`src/hw/rtl/kmd_pkg.sv`:
```
package kmd_pkg;

  // Default matrix geometry
  localparam int ROWS_DEFAULT = 8;
  localparam int COLS_DEFAULT = 16;

  // Settle count after reset
  localparam logic [7:0] DEBOUNCE_RESET = 8'd5;

  localparam logic [7:0] KEY_COUNT_MAX = 8'hFF;

  // One sampled row from the scanning front end
  typedef struct packed {
    logic [2:0]  row_index;
    logic [15:0] column_bits;
    logic        end_of_scan;
  } in_item_t;

  // One result: stable view of the sampled row plus matrix status
  typedef struct packed {
    logic [15:0] stable_row;
    logic        settled;
    logic        bounce;
    logic [7:0]  key_count;
  } out_item_t;

endpackage

```
`src/hw/rtl/kmd_core.sv`:
```
module kmd_core #(
  parameter int ROWS = kmd_pkg::ROWS_DEFAULT,
  parameter int COLS = kmd_pkg::COLS_DEFAULT
) (
  input  logic                 clk,
  input  logic                 rst,
  input  logic                 cfg_we,
  input  logic [7:0]           cfg_wdata,
  input  logic                 step_en,
  input  kmd_pkg::in_item_t    item,
  output kmd_pkg::out_item_t   res
);

  localparam int ROW_W = (ROWS > 1) ? $clog2(ROWS) : 1;
  localparam int TOT_W = $clog2(ROWS * COLS + 1);

  logic [COLS-1:0]  raw_rows    [ROWS];
  logic [COLS-1:0]  stable_rows [ROWS];
  logic [7:0]       debounce_scans;
  logic [7:0]       settle_count;
  logic [TOT_W-1:0] raw_total;
  logic [TOT_W-1:0] stable_total;

  logic [31:0]      row_ext;
  logic [31:0]      col_ext;
  logic             row_ok;
  logic [ROW_W-1:0] idx;
  logic [COLS-1:0]  cols;
  logic             changed;
  logic [7:0]       reload;
  logic [7:0]       cnt_mid;
  logic [7:0]       settle_count_next;
  logic             copy;
  logic [5:0]       pc_old;
  logic [5:0]       pc_new;
  logic [31:0]      sum32;
  logic [TOT_W-1:0] raw_total_next;
  logic [TOT_W-1:0] stable_total_next;
  logic [31:0]      tot32;
  logic [31:0]      row_out;

  function automatic logic [5:0] popcnt(input logic [31:0] v);
    logic [5:0] n;
    n = '0;
    for (int i = 0; i < 32; i++) begin
      n = n + 6'(v[i]);
    end
    return n;
  endfunction

  always_comb begin
    row_ext = 32'(item.row_index);
    col_ext = 32'(item.column_bits);
    row_ok  = row_ext < 32'(ROWS);
    idx     = row_ext[ROW_W-1:0];
    cols    = col_ext[COLS-1:0];
    changed = row_ok && (raw_rows[idx] != cols);
    reload  = (debounce_scans == 8'd0) ? 8'd1 : debounce_scans;
    cnt_mid = changed ? reload : settle_count;

    // end-of-scan decrement follows the reload in the same step
    if (item.end_of_scan && (cnt_mid != 8'd0)) begin
      settle_count_next = cnt_mid - 8'd1;
    end else begin
      settle_count_next = cnt_mid;
    end
    copy = item.end_of_scan && (cnt_mid != 8'd0) && (settle_count_next == 8'd0);

    // pressed-key totals kept incrementally, one row differs per step
    pc_old = popcnt(32'(raw_rows[idx]));
    pc_new = popcnt(32'(cols));
    if (changed) begin
      sum32 = 32'(raw_total) - 32'(pc_old) + 32'(pc_new);
    end else begin
      sum32 = 32'(raw_total);
    end
    raw_total_next    = sum32[TOT_W-1:0];
    stable_total_next = copy ? raw_total_next : stable_total;
    tot32             = 32'(stable_total_next);

    row_out = copy ? 32'(cols) : 32'(stable_rows[idx]);

    res.stable_row = row_ok ? row_out[15:0] : 16'd0;
    res.settled    = (settle_count_next == 8'd0);
    res.bounce     = changed && (settle_count != 8'd0);
    res.key_count  = (tot32 > 32'(kmd_pkg::KEY_COUNT_MAX)) ? kmd_pkg::KEY_COUNT_MAX
                                                          : tot32[7:0];
  end

  always_ff @(posedge clk) begin
    if (rst) begin
      debounce_scans <= kmd_pkg::DEBOUNCE_RESET;
    end else if (cfg_we) begin
      debounce_scans <= cfg_wdata;
    end
  end

  always_ff @(posedge clk) begin
    if (rst) begin
      settle_count <= kmd_pkg::DEBOUNCE_RESET;
      raw_total    <= '0;
      stable_total <= '0;
      for (int r = 0; r < ROWS; r++) begin
        raw_rows[r]    <= '0;
        stable_rows[r] <= '0;
      end
    end else if (step_en) begin
      settle_count <= settle_count_next;
      raw_total    <= raw_total_next;
      stable_total <= stable_total_next;
      for (int r = 0; r < ROWS; r++) begin
        if (row_ok && (idx == ROW_W'(r))) begin
          raw_rows[r] <= cols;
        end
        if (copy) begin
          stable_rows[r] <= (row_ok && (idx == ROW_W'(r))) ? cols : raw_rows[r];
        end
      end
    end
  end

  // bounce only when the counter was still running
  a_bounce_needs_count: assert property (@(posedge clk) disable iff (rst)
    step_en && res.bounce |-> settle_count != 8'd0)
    else $error("bounce reported with idle settle counter");

  // a settled result leaves the counter at zero
  a_settled_zero: assert property (@(posedge clk) disable iff (rst)
    step_en && res.settled |=> settle_count == 8'd0)
    else $error("settled reported but counter nonzero");

  // totals never exceed the matrix size
  a_total_bound: assert property (@(posedge clk) disable iff (rst)
    32'(raw_total) <= 32'(ROWS * COLS) && 32'(stable_total) <= 32'(ROWS * COLS))
    else $error("key total out of range");

  // copy makes the stable total equal the raw total
  a_copy_totals: assert property (@(posedge clk) disable iff (rst)
    step_en && copy |=> stable_total == raw_total)
    else $error("stable total not taken from raw total on copy");

endmodule

```
`src/hw/rtl/key_matrix_debouncer.sv`:
```
// Path: an input transaction passes the input reg and then the result reg to become a result transaction.
// Throughput: one transaction per cycle while out_ready does not stall; the row compare, counter
//   update and incremental key totals all sit in the single stage between the two registers.
// Reset (rst, synchronous, active high): raw and stable stores cleared, key totals
//   zero, settle counter and debounce_scans at 5, both pipeline registers empty.
module key_matrix_debouncer #(
  parameter int ROWS = kmd_pkg::ROWS_DEFAULT,
  parameter int COLS = kmd_pkg::COLS_DEFAULT
) (
  input  logic               clk,
  input  logic               rst,
  input  logic               in_valid,
  output logic               in_ready,
  input  kmd_pkg::in_item_t  in_data,
  output logic               out_valid,
  input  logic               out_ready,
  output kmd_pkg::out_item_t out_data,
  input  logic               cfg_we,
  input  logic [7:0]         cfg_wdata
);

  // Input register: holds one accepted row sample
  logic               s1_valid;
  kmd_pkg::in_item_t  s1_item;

  // Result from the update logic, registered into out_data
  kmd_pkg::out_item_t step_res;

  logic out_free;   // result register empty or being drained this cycle
  logic step_en;    // stage-1 transaction moves into the result register
  logic in_take;

  assign out_free = !out_valid || out_ready;
  assign step_en  = s1_valid && out_free;
  // the input side keeps flowing as long as stage 1 can hand on
  assign in_ready = !s1_valid || step_en;
  assign in_take  = in_valid && in_ready;

  always_ff @(posedge clk) begin
    if (rst) begin
      s1_valid <= 1'b0;
    end else if (in_ready) begin
      s1_valid <= in_valid;
    end
  end

  always_ff @(posedge clk) begin
    if (in_take) begin
      s1_item <= in_data;
    end
  end

  // State stores, settle counter and result computation; state advances only
  // when the transaction leaves stage 1, so consecutive rows see each update.
  kmd_core #(
    .ROWS(ROWS),
    .COLS(COLS)
  ) u_core (
    .clk       (clk),
    .rst       (rst),
    .cfg_we    (cfg_we),
    .cfg_wdata (cfg_wdata),
    .step_en   (step_en),
    .item      (s1_item),
    .res       (step_res)
  );

  always_ff @(posedge clk) begin
    if (rst) begin
      out_valid <= 1'b0;
    end else if (out_free) begin
      out_valid <= s1_valid;
    end
  end

  always_ff @(posedge clk) begin
    if (step_en) begin
      out_data <= step_res;
    end
  end

endmodule
```
`config.mk`:
```
export PLATFORM = sky130hd
export DESIGN_NAME = key_matrix_debouncer
export DESIGN_NICKNAME = d
export VERILOG_FILES = /design/src/hw/rtl/kmd_pkg.sv /design/src/hw/rtl/kmd_core.sv /design/src/hw/rtl/key_matrix_debouncer.sv
export SDC_FILE = /design/constraint.sdc
export NUM_CORES = 1
export LEC_CHECK = 0
export BUFFER_PORTS_ARGS = -buffer_cell sky130_fd_sc_hd__buf_2
export CELL_PAD_IN_SITES_DETAIL_PLACEMENT = 2
export CELL_PAD_IN_SITES_GLOBAL_PLACEMENT = 2
export CORE_ASPECT_RATIO = 0.8
export CORE_MARGIN = 1.5
export CORE_UTILIZATION = 38
export DETAILED_ROUTE_END_ITERATION = 6
export PLACE_DENSITY_LB_ADDON = 0.15
export SYNTH_ARGS = -nofsm -noshare
export SYNTH_HDL_FRONTEND = slang
export SYNTH_HIERARCHICAL = 1
export SYNTH_SLANG_ARGS = --single-unit
```
`constraint.sdc`:
```
create_clock -name clk -period 13.8 [get_ports clk]
set_input_delay 0.69 -clock clk [delete_from_list [all_inputs] [get_ports clk]]
set_output_delay 0.69 -clock clk [all_outputs]
set_load 0.01 [all_outputs]
```
Word-level counts from Yosys, hierarchy flattened
Memory sizes are Yosys's and may differ from the RTL's. A register that Yosys moved wholly into a read port is not among the register bits.
Index checks and enable logic that the tools add are counted.

storage, ports and cells
  register bits after elaboration = 80
  memory bits (writable) = 256
  input bits = 33
  logic and storage cells = 156
  memories = 2

memories
  name                words  bits a word  read ports  clocked after memory_dff  wr ports  line            source
  u_core.raw_rows     8      16           9           1                         8         kmd_core.sv:17  logic [COLS-1:0] raw_rows [ROWS];
  u_core.stable_rows  8      16           1           1                         8         kmd_core.sv:18  logic [COLS-1:0] stable_rows [ROWS];

operators by class
  $add $sub $neg = 33
  equality and inequality tests = 8
  muxes and demuxes = 70
  bitwise gates (word level) = 16
  reductions and logical operators = 14

operators by type and width
  operator               count
  $mux W16               25
  $add A6 B1 Y6          28
  $mux W8                5
  $mux W1                38
  $logic_not A8 Y1       2
  $ne A16 B16 Y1         1
  $or A1 B1 Y1           16
  $reduce_bool A8 Y1     2
  $eq A3 B3 Y1 const B   4
  $add A8 B6 Y8          1
  $sub A8 B1 Y8 const B  1
  $sub A8 B6 Y8          1
  $eq A3 B2 Y1 const B   2
  $mux W3                2
  $logic_and A1 B1 Y1    5
  $add A1 B1 Y2          2
  $eq A3 B1 Y1 const B   1
  $logic_not A3 Y1       1
  $logic_not A1 Y1       2
  $logic_or A1 B1 Y1     2

Logic depth before layout (Yosys ltp)
Gate-level depths: netlist (run 1).

  depth after elaboration = 19
  depth in mapped cells = 31
  mapped depth without buffers = 29

By module
Netlist (run 1), hierarchy kept.

modules (own cells, without submodules)
  module                instances  cells an instance  area each (um2)
  kmd_core              1          1560               16238.1
  key_matrix_debouncer  1          56                 1485.2

Least setup slack after synthesis (run 1)
No wires, ideal clock.

  path kind = reg2reg
  start = register s1_item[18] (netlist name)
  end = memory u_core/stable_rows[0][0] (netlist bit) (enable)
  arrival time = 13831 ps
  required time = 13008 ps
  path slack = -823 ps
  cell stages (with the launch flop) = 22
  buffers on the path = 4
  clock period less this slack = 14623 ps
  cells stage by stage = edfxtp_1 > buf_4 > buf_2 > nand2_1 > o22ai_1 > a211oi_1 > xnor2_1 > nand2_1 > nor4_1 > nand2_1 > buf_2 > mux2i_1 > ha_1 > nor2b_1 > nor4bb_1 > nor4_1 > nor3_1 > o2111ai_1 > nor4_2 > o221ai_1 > clkbuf_1 > o21ai_0

RTL lines
  what           line
  end, declared  kmd_core.sv:18

==> impl_metrics.py, run 1 <==
metrics = {
    "cells_and_area": {
        "final_common_cell": "nand2_1",
        "drive_gt1_share_pct": 15.5,
        "syn2layout_area_growth_pct": 11.8,
        "final_util_pct": 43.2,
        "final_cell_mix": "nand2_1, edfxtp_1, nor2_1",
        "fin_nets": 1746,
        "diodes": 0,
    },
    "critical_path": {
        "critPathKind": "flop to flop",
        "cp_data_arrival_time_ns": 9.66,
        "required_ns": 14.19,
        "critPathTopFamily": "simple AND/OR/NAND/NOR gates",
        "crit_chain": "buf_4, nand2_1, o221ai_1, a22oi_1, xnor2_1, nor4_1, and4_1, nand2_1, buf_4, mux2i_1, ha_1, nor2b_1, nor4bb_1, nor4_1, nor3_1, o2111ai_1, nor4_2, o221a_1, nand3_4, buf_4, a21oi_1",
        "crit_path_end_kind": "flop",
        "timing.rr.start": "s1_item[18]",
        "cpMostUsedCell": "buf_4",
        "reg2reg_depth": 21,
        "slowest_delay_ns": 0.81,
        "regToRegSetupSlack_ns": 4.53,
        "crit_buf_inv": 3,
        "crit_fanout": 60,
        "r2r_end": "u_core/stable_rows[4][15]",
        "start_kind": "flop",
        "critPathSlowestCell": "nor4bb_1",
    },
    "sta": {
        "finalCritPeriodShare_pct": 67.2,
        "maxSlewViolCount": 0,
        "finClkSkew_ns": 0.0239,
        "fin_crit_ns": 9.27,
        "rsz0062_at_grt": "no",
        "hold_viol": 0,
        "slew_headroom_pct": 17.2,
        "finalSetupViolations": 0,
        "final.setup.tns_ns": 0,
        "worst_pin_slew_ns": 1.24,
        "max_freq_ghz": 0.108,
    },
    "placed_design": {
        "place_congestion": 0.879,
        "dp_hpwl_mm": 44.8,
        "port_buffers": 60,
    },
    "clock_network": {
        "cts_tree": "built",
        "insertion_delay_ns": 0.57,
        "hold_buffers": 0,
        "clkTransAtPathRegs_ns": 0.06,
        "cts.sinks": 336,
        "h-tree-depth": 2,
        "cts_resized": 0,
        "post_cts_buffers": 0,
        "clock_path_buffers": 3,
        "numCtsBuffers": 38,
        "clock-root-buffer": "clkbuf_16",
    },
    "die": {
        "dieArea_um2": 48000,
        "ioPinCount": 61,
        "start_util_pct": 38.6,
        "row_count": 70,
        "core_area_um2": 45900,
        "die_width_um": 244,
        "die_h_um": 196,
    },
    "detailed_routing": {
        "drc": 0,
        "drtAntennaViolNets": 0,
        "drtIter0Drc": 1075,
        "postRouteWirelength_mm": 66.6,
        "wl_per_cell_um": 29.1,
        "num_vias": 13300,
        "drtPass1Iterations": 5,
        "viasPerCell": 5.82,
    },
    "worst_hold_path": {
        "min_path_cells": 1,
        "worstHoldStart": "in_data[3]",
        "whs_endpoint": "s1_item[3]",
        "min_path_type": "input pin to flop",
    },
    "logic_synthesis": {
        "synth_nets": 1715,
        "synth_ff_type": "edfxtp_1",
        "yosysSeqAreaShare_pct": 55.0,
        "yosysWarnings": 6,
        "synth_edf_count": 302,
        "synth.avg_cell_area_um2": 11.0,
        "synth_cells": 1616,
        "syn_area_um2": 17700,
        "ys_ff_latch": 336,
        "async_reset_ff_share_pct": 0,
        "synth_cell_types": 74,
    },
    "global_route": {
        "grt_pass1_wl_mm": 97.5,
        "overflow": 0,
        "grt_pass1_vias": 14200,
        "antenna_found_initial": 2,
        "grt_max_degree": 68,
        "grt_util_all_layers_pct": 28.1,
    },
    "power_and_ir_drop": {
        "p_leak_nw": 7.48,
        "p_per_area_nw_per_um2": 234,
        "vdd_ir_drop_max_v": 0.000381,
    },
    "job": {
        "drv_cap": 0,
    },
    "run_status": {
        "outcome": "finished clean",
    },
}
## worst max path at each step
stage | start | endpoint | depth (start not counted)
5_1_grt | s1_item[19] | u_core/stable_rows[4][12] | 23
3_5_place_dp | s1_item[19] | u_core/stable_rows[4][12] | 22
3_3_place_gp | s1_item[19] | u_core/stable_rows[0][9] | 22
2_1_floorplan | s1_item[18] | u_core/stable_rows[0][0] | 21
4_1_cts | s1_item[19] | u_core/stable_rows[0][1] | 22
6_report | s1_item[18] | u_core/stable_rows[4][15] | 21
## kinds of logic after synthesis
logic type	after synthesis	share of synthesized area [%]
and+or+nand+nor	610	14.3
DFF	336	55.0
AOI/OAI and AO/OA	273	9.88
buffers and inverters	200	4.84
muxes	98	8.41
adders and majority gates	66	5.97
xor gates and xnor gates	33	1.63
## state kept, by name, indices dropped and copies added (netlist names)
register and flops:
s1_item 20, out_data 26, u_core/raw_total 8, u_core/debounce_scans 8
u_core/stable_total 8, u_core/stable_rows 128, u_core/raw_rows 128, s1_valid 1
out_valid 1, u_core/settle_count 8
## metal layers
metal,wire length (um),up-vias,track usage [%]
met1,30700,7010,40.5
li1,-,5742,-
met4,1410,0,7.22
met5,0,-,0
met2,29500,470,43.1
met3,4980,100,5.91
## area by class of cell
type                            instances  area, um2
Clock buffer                           50       1060
Multi-Input combinational cell       1080       7160
Sequential cell                       336       9750
Fill cell                            4771      26100
Tap cell                              612        766
Clock inverter                         19        148
Inverter                               95        357
Timing Repair Buffer                   96        571
## cells in the mapped netlist, types with 3 or more instances
cell type	count	area [um2]
a21oi_2	41	359
and3_1	4	25.0
or3_1	4	25.0
a31oi_1	20	125
mux2i_1	42	420
inv_1	94	353
nor4bb_1	3	30.0
buf_4	7	52.6
fa_1	31	621
dfxtp_1	34	681
a22oi_1	5	37.5
o221ai_1	6	52.6
o21ai_0	30	150
o22ai_1	8	50.1
mux2_2	17	191
a21oi_1	117	586
nand2_1	375	1410
and2_1	3	18.8
nor2b_1	6	37.5
a211oi_1	9	67.6
nand3_1	13	65.1
buf_1	9	33.8
a221o_1	3	30.0
o32ai_1	3	26.3
nand3b_1	3	22.5
xnor2_1	27	236
ha_1	35	438
nor2_1	152	571
buf_2	17	85.1
nor4_1	4	25.0
nand4_1	3	18.8
buf_6	8	90.1
mux4_2	39	878
nand2b_1	7	43.8
a21o_1	6	45.0
nor3_1	19	95.1
clkbuf_1	64	240
edfxtp_1	302	9070
xor2_1	6	52.6
## power by group
| group | switching [W] | internal, W |
|---|---|---|
| sequential | 0.0000455 | 0.00118 |
| combinational | 0.00150 | 0.000911 |
| clock | 0.000433 | 0.000579 |
| total | 0.00197 | 0.00267 |
## per-stage QoR
stage / std cells / setup WS [ns] / hold WS [ns] / area, um2 / total power [W]
2_1_floorplan: 1616 / 2.63 / 0.436 / 17700 / 0.00295
3_3_place_gp: 2219 / 5.14 / 0.443 / 18600 / 0.00356
3_5_place_dp: 2219 / 4.75 / 0.465 / 18600 / 0.00365
4_1_cts: 2288 / 4.56 / 0.282 / 19800 / 0.00468
5_1_grt: 2288 / 3.88 / 0.293 / 19800 / 0.00501
6_report: 2288 / 4.53 / 0.309 / 19800 / 0.00464
No activity file was read; power rests on OpenSTA's default activity.
==> inputs of run 2 (changes only) <==
CORE_UTILIZATION = 42   (was 38)
clock period = 8.7 ns   (was 13.8 ns; I/O delays follow)
==> impl_metrics.py, run 2 (same netlist as run 1, synthesis figures left out) <==
metrics = {
    "critical_path": {
        "crit_fanout": 11,
        "timing.rr.start": "s1_item[6]",
        "r2r_end": "out_data[7]",
        "required_ns": 8.98,
        "start_kind": "flop",
        "cpMostUsedCell": "fa_1",
        "critPathSlowestCell": "fa_1",
        "slowest_delay_ns": 0.61,
        "cp_data_arrival_time_ns": 8.43,
        "reg2reg_depth": 29,
        "critPathKind": "flop to flop",
        "crit_path_end_kind": "flop",
        "regToRegSetupSlack_ns": 0.55,
    },
    "clock_network": {
        "numCtsBuffers": 38,
        "h-tree-depth": 2,
        "post_cts_buffers": 0,
        "insertion_delay_ns": 0.55,
        "clock-root-buffer": "clkbuf_16",
        "cts_tree": "built",
        "cts.sinks": 336,
        "hold_buffers": 0,
        "clkTransAtPathRegs_ns": 0.06,
        "clock_path_buffers": 3,
        "cts_resized": 0,
    },
    "sta": {
        "worst_pin_slew_ns": 1.39,
        "timing.final.ws_setup_ns": 0.552,
        "fin_crit_ns": 8.15,
        "maxSlewViolCount": 0,
        "max_freq_ghz": 0.123,
        "final.setup.tns_ns": 0,
        "finalSetupViolations": 0,
        "slew_headroom_pct": 7.38,
        "finClkSkew_ns": 0.0188,
        "finalCritPeriodShare_pct": 93.7,
        "hold_viol": 0,
        "rsz0062_at_grt": "no",
    },
    "placed_design": {
        "post-place-ws_ns": 0.581,
        "dp_hpwl_mm": 43.9,
        "port_buffers": 60,
        "place_congestion": 0.863,
    },
    "detailed_routing": {
        "drtPass1Iterations": 5,
        "postRouteWirelength_mm": 67.3,
        "wl_per_cell_um": 29.9,
        "drtIter0Drc": 1181,
        "viasPerCell": 5.99,
        "drc": 0,
        "drtAntennaViolNets": 0,
        "num_vias": 13500,
    },
    "power_and_ir_drop": {
        "pwr-share-clk_pct": 21.8,
        "vdd_ir_drop_max_v": 0.000629,
        "p_per_area_nw_per_um2": 358,
        "seqPwrFrac_pct": 27.2,
        "sw_frac_of_total_pct": 41.1,
        "p_int_w": 0.00420,
        "power_w": 0.00713,
        "power_switching_w": 0.00293,
        "comb_power_share_pct": 51.0,
        "p_leak_nw": 7.59,
    },
    "job": {
        "drv_cap": 0,
    },
    "global_route": {
        "overflow": 0,
        "antenna_found_initial": 2,
        "grt_util_all_layers_pct": 31.5,
        "grt_max_degree": 129,
        "grt_pass1_wl_mm": 98.7,
        "grt_pass1_vias": 14700,
    },
    "worst_hold_path": {
        "whs_endpoint": "s1_item[11]",
        "min_path_cells": 1,
        "worstHoldStart": "in_data[11]",
        "min_path_type": "input pin to flop",
    },
    "run_status": {
        "outcome": "finished clean",
    },
    "cells_and_area": {
        "largestRegisters": "u_core/raw_rows x128, u_core/stable_rows x128, out_data x26",
        "drive_gt1_share_pct": 16.5,
        "syn2layout_area_growth_pct": 12.4,
        "final_cell_mix": "nand2_1, edfxtp_1, nor2_1",
        "fin_nets": 1767,
        "final_common_cell": "nand2_1",
    },
    "die": {
        "start_util_pct": 42.5,
        "die_h_um": 187,
        "core_area_um2": 41700,
        "dieArea_um2": 43400,
        "row_count": 67,
        "ioPinCount": 61,
        "die_width_um": 233,
    },
}
[run 2: changes by cell type in the layout (fill, tap and decap cells not counted), sizes merged]
cell	change
diode	+1
clkinvlp	-2
clkbuf	-6
inv	+1
buf	+21
clkinv	+6
[run 2: through the flow]
step | hold WS, ns | cells | area [um2] | utilization (%)
final | 0.0627 | 2249 | 19900 | 47.7
after detailed placement | 0.474 | 2180 | 18800 | 44.9
after floorplan | 0.436 | 1616 | 17700 | -
after global routing | 0.0468 | 2248 | 19900 | 47.7
after CTS | 0.0394 | 2248 | 19900 | 47.7
after global placement | 0.445 | 2180 | 18800 | 44.9
[run 2: critical path, delay by kind of cell, from the launching register on]
| kind | cells | cell delay, ns |
|---|---|---|
| AND/OR/NAND/NOR | 1 | 0.08 |
| buffers and inverters | 8 | 0.61 |
| XOR/XNOR | 2 | 0.40 |
| flip-flops | 1 | 0.59 |
| AO/OA/AOI/OAI | 6 | 0.97 |
| adder cells (fa/ha/maj) | 12 | 5.24 |
[run 2: cell type report]
| cell class | count | area [um2] |
|---|---|---|
| Antenna cell | 1 | 2.50 |
| Timing Repair Buffer | 117 | 778 |
| Fill cell | 4203 | 21800 |
| Tap cell | 552 | 691 |
| Multi-Input combinational cell | 1080 | 7180 |
| Inverter | 95 | 357 |
| Clock buffer | 44 | 995 |
| Clock inverter | 24 | 165 |
| Sequential cell | 336 | 9750 |
[run 2: routing by layer]
metal / global-route usage, % / up-vias / part of all wire (%)
met5: 0 / - / 0
met4: 9.21 / 0 / 2.7
met3: 6.71 / 116 / 7.3
met2: 50.6 / 506 / 47
met1: 42.8 / 7062 / 43
li1: - / 5784 / -
[run 2: worst max path at each step]
stage                      startpoint                       end  slack, ns  cells after the start
after global placement     s1_item[6]               out_data[7]       0.76                     29
after global routing       s1_item[6]               out_data[7]       0.17                     29
after detailed placement   s1_item[4]               out_data[7]       0.58                     29
after CTS                  s1_item[6]               out_data[7]       0.52                     29
final                      s1_item[6]               out_data[7]       0.55                     29
after floorplan           s1_item[18]  u_core/stable_rows[0][0]      0.005                     21
[run 2: power groups by stage]
stage	sequential [W]	combinational, W	clock (W)
6_report	0.00194	0.00363	0.00155
5_1_grt	0.00195	0.00413	0.00163
4_1_cts	0.00194	0.00372	0.00159
3_5_place_dp	0.00197	0.00369	0
3_3_place_gp	0.00196	0.00342	0
2_1_floorplan	0.00194	0.00273	0
